**src/hdl/igbt_pkg.sv**
```systemverilog
package igbt_pkg;

    localparam int SIZE_BITS   = 12;
    localparam int AREA_BITS   = 2 * SIZE_BITS;
    localparam int UNION_BITS  = AREA_BITS + 1;
    localparam int THR_BITS    = 8;
    localparam int FRAC_BITS   = 8;
    localparam int PROD_BITS   = THR_BITS + UNION_BITS;
    localparam int OBJ_ID_BITS = 16;

    localparam logic [THR_BITS-1:0] THR_RESET = 8'd128;

    typedef struct packed {
        logic busy;
        logic valid;
        logic hit;
    } match_stat_t;

endpackage

```
**src/hdl/igbt_match.sv**
```systemverilog
module igbt_match #(
    parameter int COORD_BITS = 13,
    parameter int ID_BITS    = 16
) (
    input  logic                                clk,
    input  logic                                rst_n,
    input  logic                                launch,
    input  logic [igbt_pkg::THR_BITS-1:0]       thr,
    input  logic signed [COORD_BITS-1:0]        qx,
    input  logic signed [COORD_BITS-1:0]        qy,
    input  logic [igbt_pkg::SIZE_BITS-1:0]      qw,
    input  logic [igbt_pkg::SIZE_BITS-1:0]      qh,
    input  logic signed [COORD_BITS-1:0]        ex,
    input  logic signed [COORD_BITS-1:0]        ey,
    input  logic [igbt_pkg::SIZE_BITS-1:0]      ew,
    input  logic [igbt_pkg::SIZE_BITS-1:0]      eh,
    input  logic [ID_BITS-1:0]                  eid,
    output igbt_pkg::match_stat_t               stat,
    output logic [ID_BITS-1:0]                  hit_id
);

    localparam int SB = igbt_pkg::SIZE_BITS;
    localparam int EW = ((COORD_BITS > SB) ? COORD_BITS : SB + 1) + 1;

    logic signed [EW-1:0] ax0, ax1, ay0, ay1, bx0, bx1, by0, by1;
    logic signed [EW-1:0] lo_x, hi_x, lo_y, hi_y, dx, dy;
    logic [SB-1:0]        dx_clamp, dy_clamp;

    logic                               v0_reg, va_reg, vb_reg, vc_reg;
    logic [SB-1:0]                      dx_reg, dy_reg, ew_a_reg, eh_a_reg;
    logic [ID_BITS-1:0]                 id_a_reg, id_b_reg, id_c_reg;
    logic [igbt_pkg::AREA_BITS-1:0]     area_a_reg, inter_b_reg, area_b_reg, inter_c_reg;
    logic [igbt_pkg::UNION_BITS-1:0]    union_reg;
    logic [igbt_pkg::PROD_BITS-1:0]     prod, scaled;

    always_comb
    begin
        ax0  = EW'(qx);
        ay0  = EW'(qy);
        bx0  = EW'(ex);
        by0  = EW'(ey);
        ax1  = ax0 + EW'(qw);
        ay1  = ay0 + EW'(qh);
        bx1  = bx0 + EW'(ew);
        by1  = by0 + EW'(eh);
        lo_x = (ax0 > bx0) ? ax0 : bx0;
        lo_y = (ay0 > by0) ? ay0 : by0;
        hi_x = (ax1 < bx1) ? ax1 : bx1;
        hi_y = (ay1 < by1) ? ay1 : by1;
        dx   = hi_x - lo_x;
        dy   = hi_y - lo_y;
        dx_clamp = dx[EW-1] ? '0 : dx[SB-1:0];
        dy_clamp = dy[EW-1] ? '0 : dy[SB-1:0];
    end

    always_ff @(posedge clk or negedge rst_n)
    begin
        if (!rst_n)
        begin
            v0_reg <= 1'b0;
            va_reg <= 1'b0;
            vb_reg <= 1'b0;
            vc_reg <= 1'b0;
        end
        else
        begin
            v0_reg <= launch;
            va_reg <= v0_reg;
            vb_reg <= va_reg;
            vc_reg <= vb_reg;
        end
    end

    always_ff @(posedge clk)
    begin
        dx_reg      <= dx_clamp;
        dy_reg      <= dy_clamp;
        ew_a_reg    <= ew;
        eh_a_reg    <= eh;
        id_a_reg    <= eid;
        area_a_reg  <= igbt_pkg::AREA_BITS'(qw) * igbt_pkg::AREA_BITS'(qh);
        inter_b_reg <= igbt_pkg::AREA_BITS'(dx_reg) * igbt_pkg::AREA_BITS'(dy_reg);
        area_b_reg  <= igbt_pkg::AREA_BITS'(ew_a_reg) * igbt_pkg::AREA_BITS'(eh_a_reg);
        id_b_reg    <= id_a_reg;
        union_reg   <= igbt_pkg::UNION_BITS'(area_a_reg)
                     + igbt_pkg::UNION_BITS'(area_b_reg)
                     - igbt_pkg::UNION_BITS'(inter_b_reg);
        inter_c_reg <= inter_b_reg;
        id_c_reg    <= id_b_reg;
    end

    assign prod   = igbt_pkg::PROD_BITS'(thr) * igbt_pkg::PROD_BITS'(union_reg);
    assign scaled = igbt_pkg::PROD_BITS'({inter_c_reg, igbt_pkg::FRAC_BITS'(0)});

    assign stat.busy  = v0_reg | va_reg | vb_reg | vc_reg;
    assign stat.valid = vc_reg;
    assign stat.hit   = (union_reg != '0) && (scaled > prod);
    assign hit_id     = id_c_reg;

endmodule

```
**config.mk**
```make
export PLATFORM = sky130hd
export DESIGN_NAME = igbt_match
export DESIGN_NICKNAME = d
export VERILOG_FILES = /design/src/hdl/igbt_pkg.sv /design/src/hdl/igbt_match.sv
export SDC_FILE = /design/constraint.sdc
export NUM_CORES = 2
export LEC_CHECK = 0
export BUFFER_PORTS_ARGS = -buffer_cell sky130_fd_sc_hd__buf_2
export CORE_MARGIN = 5
export CORE_UTILIZATION = 49
export DETAILED_ROUTE_END_ITERATION = 7
export PLACE_DENSITY = 0.72
export SLEW_MARGIN = 20
export SYNTH_ARGS = -nofsm -noshare
export SYNTH_HDL_FRONTEND = slang
export SYNTH_SLANG_ARGS = --single-unit
```
**constraint.sdc**
```tcl
create_clock -name clk -period 13.15 [get_ports clk]
set_input_delay 2.63 -clock clk [delete_from_list [all_inputs] [get_ports clk]]
set_output_delay 2.63 -clock clk [all_outputs]
set_load 0.02 [all_outputs]
```
After elaboration in Yosys (flattened, before gate mapping)
Index checks and enable logic that the tools add are counted.
{ "op_classes": {"n_addsub": 8, "mul": 4, "order_cmp": 5, "n_mux": 4, "bitwise": 3, "n_reduce_logical": 2} }
{ "ops": {"columns": ["cell", "n"], "rows": [
  ["$mul A12 B12 Y24", 3],
  ["$add A13 B13 Y14", 4],
  ["$mux W14", 4],
  ["$gt A32 B33 Y1", 1],
  ["$mul A8 B25 Y33", 1],
  ["$lt A14 B14 Y1", 2],
  ["$sub A14 B14 Y14", 2],
  ["$gt A13 B13 Y1", 2],
  ["$add A24 B24 Y25", 1],
  ["$reduce_bool A25 Y1", 1],
  ["$sub A25 B24 Y25", 1],
  ["$or A1 B1 Y1", 3],
  ["$logic_and A1 B1 Y1", 1]
]} }
{ "totals": {"register_bits": 221, "out_inout_bits": 19} }

Longest topological paths before layout
{ "logic_depth": {"ltp_word": 4, "mapped_depth": 30} }

Least setup slack after synthesis
Ideal clock, no wire load.
{ "synth_path": {"kind": "in2out", "startpoint": "input port thr[7] in the netlist's numbering", "endpoint": "output port stat[0] in the netlist's numbering", "arrival_ns": 8.870, "t_required_ns": 10.520, "path_slack_ns": 1.650, "path_stages": 27, "n_path_buf": 2, "cell_sequence": "clkbuf_1 and2_1 fa_1 fa_1 fa_1 inv_1 fa_1 inv_1 ha_1 buf_6 and3_1 a221o_1 or4_1 o21ai_2 o31ai_2 a221o_1 a211o_1 a21oi_2 xnor2_1 ha_1 a21o_1 a21oi_1 o21ai_0 a211oi_1 o311ai_0 o2111ai_1 nor2_1"} }
{ "synth_lines": {"columns": ["item", "line", "text"], "rows": [
  ["start, declared", "igbt_match.sv:8", "input logic [igbt_pkg::THR_BITS-1:0] thr,"],
  ["end, declared", "igbt_match.sv:18", "output igbt_pkg::match_stat_t stat,"]
]} }

==> results by group <==
Status
  • Status: finished, final reports clean

Critical path
  • R2R Setup Slk: 7.24 ns
  • Reg-to-Reg End: area_b_reg[23]$_DFF_P_
  • Worst setup path startpoint: thr[6]
  • Worst Setup End Kind: output pin
  • Critical path type: input port to output pin
  • WP data required: 10.52 ns
  • FF-to-FF path depth: 19
  • FF-to-FF Start: ew_a_reg[7]$_DFF_P_
  • Crit path DAT: 9.65 ns
  • CP endpoint: stat[0]
  • Crit-path max FO: 25
  • Setup crit start kind: input port

Place
  • Input/output buffers: 145
  • HPWL Detailed: 61.5 mm
  • GPL Wtd Cong: 0.936

Die
  • Initial Utilization: 49.3%
  • Die Area: 69900 um^2
  • Placement row count: 93
  • Die height: 264 um
  • Die Wd: 264 um
  • Core area: 64200 um^2
  • Ports: 146

Clock network
  • CTS tree: yes
  • Root buffer cell: clkbuf_16
  • Post-cts repair resize count: 0
  • H-tree depth: 1
  • Worst-skew pair later-pin latency: 0.53 ns
  • Clock Tree Buf Depth: 3
  • CTS buffer count: 23
  • Clk slew on worst S/H paths: 0.06 ns
  • Setup Buffers After CTS: 0
  • Clock Sinks: 221
  • Hold_buf cts: 0

Layout
  • Fill cells: 5893
  • Seq. cell area: 4440 um^2
  • Final nets: 4628
  • # diodes: 0
  • Largest register FFs: 25
  • Layout cells sized above 1: 5.78%
  • Multi-input gate area in the final layout: 24200 um^2
  • Synth-to-Final Area Change: 7.17%

STA
  • Fmax: 81.5 MHz
  • Tmin final: 12.28 ns
  • Final hold violation count: 0
  • Final setup fails: 0
  • Period utilization: 93.3%
  • Worst-Margin Slew: 1.04 ns
  • Slew Viols, Final: 0
  • RSZ-0062 raised after global routing: false
  • Final Skew: 0.0166 ns
  • Slew HR: 29.9%
  • Sum of negative setup slack: 0 ns

Logic synthesis
  • Ys async rst share: 1.81%
  • Synthesized cell area: 31700 um^2
  • Syn. warnings: 0
  • Post-synth EDFFs: 0
  • Register bit total from synthesis: 221
  • Mapped Cells: 3548
  • Post-Synth Simple-Gate Area: 15.1%
  • Top cells by area, synth: fa_1 30%, ha_1 16%, dfxtp_1 14%, inv_1 8.2%, and2_1 5.6%
  • Post-Synth XOR/XNOR Area: 4.59%
  • Compound-Gate Fraction of Synth Area: 9.21%
  • Average size of a mapped cell: 8.93 um^2
  • Synth cell count leaders: 689 x inv_1, 468 x fa_1, 417 x nand2_1
  • Sequential element share of the synthesized area: 14.0%
  • Netlist cell types: 70
  • Cell taking the most area after synthesis: fa_1
  • Post-Synth Adder-Cell Area: 45.9%
  • Main synth FF type: dfxtp_1
  • Synth top area share: 29.6%
  • Post-synthesis mux area share: 1.71%
  • Top-count cell post-synth: inv_1
  • Largest family of logic cells by synthesized area: adder cells
  • Syn nets: 4557

Hold path
  • Tightest Hold Check Type: flip-flop to flip-flop
  • Hold path depth: 0

Detailed routing
  • Post-Route WL: 73.4 mm
  • DR vias/cell: 5.21
  • ANT nets after route: 0
  • Via count: 23393
  • Initial drt markers: 1304
  • Post-DR wirelength/cell: 16.4 um
  • DRC: 0
  • DRT Pass-1 Iters: 5

GRT
  • Total track usage: 21.2%
  • Total gr overflow: 0
  • First-pass GRT wire length: 123 mm
  • Largest net degree at the start of global routing: 26
  • Vias in the first global route: 24000
  • Initial antenna violation count: 1

Flow run
  • Maxcap violations: 0
-- worst max-delay path, stage by stage --
cell       delay (ns)
buf_2            0.32
and2_1           0.21
fa_1             0.46
fa_1             0.53
fa_1             0.56
inv_1            0.06
fa_1             0.53
inv_1            0.04
ha_1             0.39
and3_1           0.21
a221o_1          0.36
or4_1            0.49
o21ai_2          0.26
o31ai_2          0.16
a221o_1          0.39
a211o_1          0.28
a21oi_2          0.15
xnor2_1          0.14
ha_1             0.27
a21o_1           0.16
a21oi_1          0.13
o21ai_0          0.13
a211oi_1         0.22
o311ai_0         0.16
o2111ai_1        0.13
nor2_1           0.12
buf_2            0.18
-- how the worst min path moves through the flow --
stage,start,to,slack (ns)
2_1_floorplan,id_b_reg[0]$_DFF_P_,hit_id[0]$_DFF_P_,0.31
5_1_grt,id_a_reg[10]$_DFF_P_,id_b_reg[10]$_DFF_P_,0.33
4_1_cts,id_b_reg[15]$_DFF_P_,hit_id[15]$_DFF_P_,0.33
3_5_place_dp,id_b_reg[5]$_DFF_P_,hit_id[5]$_DFF_P_,0.31
3_3_place_gp,id_a_reg[14]$_DFF_P_,id_b_reg[14]$_DFF_P_,0.31
6_report,id_a_reg[6]$_DFF_P_,id_b_reg[6]$_DFF_P_,0.33
-- final cells by class --
type	count	area share, %
Multi-Input combinational cell	2531	71.4
Inverter	692	7.65
Tap cell	855	3.15
Sequential cell	221	13.1
Clock inverter	15	0.685
Timing Repair Buffer	150	2.25
Clock buffer	27	1.80
-- kinds of logic (layout without fill, tap and decap cells) --
logic type                 after synthesis  in the layout
adders and majority gates              882            882
DFF                                    221            221
xor gates and xnor gates               166            166
buffers and inverters                  796            884
muxes                                   53             53
AOI/OAI and AO/OA                      445            445
and+or+nand+nor                        985            985
-- cells in the final DEF (no fill, tap or decap), drive strengths merged, types with 10 or more instances in the layout --
master / instances
o2111ai: 10
nor4: 11
a21oi: 149
nor2: 121
o21bai: 25
nor2b: 22
o21a: 22
nand2: 417
ha: 414
a211o: 12
nor3: 20
and2: 286
fa: 468
nand3: 28
mux2i: 44
inv: 697
o21ai: 60
a211oi: 21
and3: 18
nand4: 18
a21o: 75
dfxtp: 217
xnor2: 123
xor2: 43
buf: 150
clkbuf: 27
nand2b: 13
-- metrics by stage --
stage | cells | instance area (um^2) | hold WS, ns | util, % | setup slack (ns)
6_report | 4491 | 34000 | 0.326 | 52.9 | 0.875
5_1_grt | 4491 | 34000 | 0.333 | 52.9 | 0.482
4_1_cts | 4491 | 34000 | 0.327 | 52.9 | 0.830
3_5_place_dp | 4449 | 33100 | 0.312 | 51.6 | 0.820
3_3_place_gp | 4449 | 33100 | 0.310 | 51.6 | 0.897
2_1_floorplan | 3548 | 31700 | 0.310 | - | 1.65
-- per-layer routing --
metal  track usage [%]  share of wire [%]
met1              29.5                 44
met2              35.2                 46
met3              2.23                5.8
met4              6.57                3.6
met5                 0                  0
Power is not shown: default switching activity piles up to over one toggle a cycle in this logic, so the estimate is an artifact.
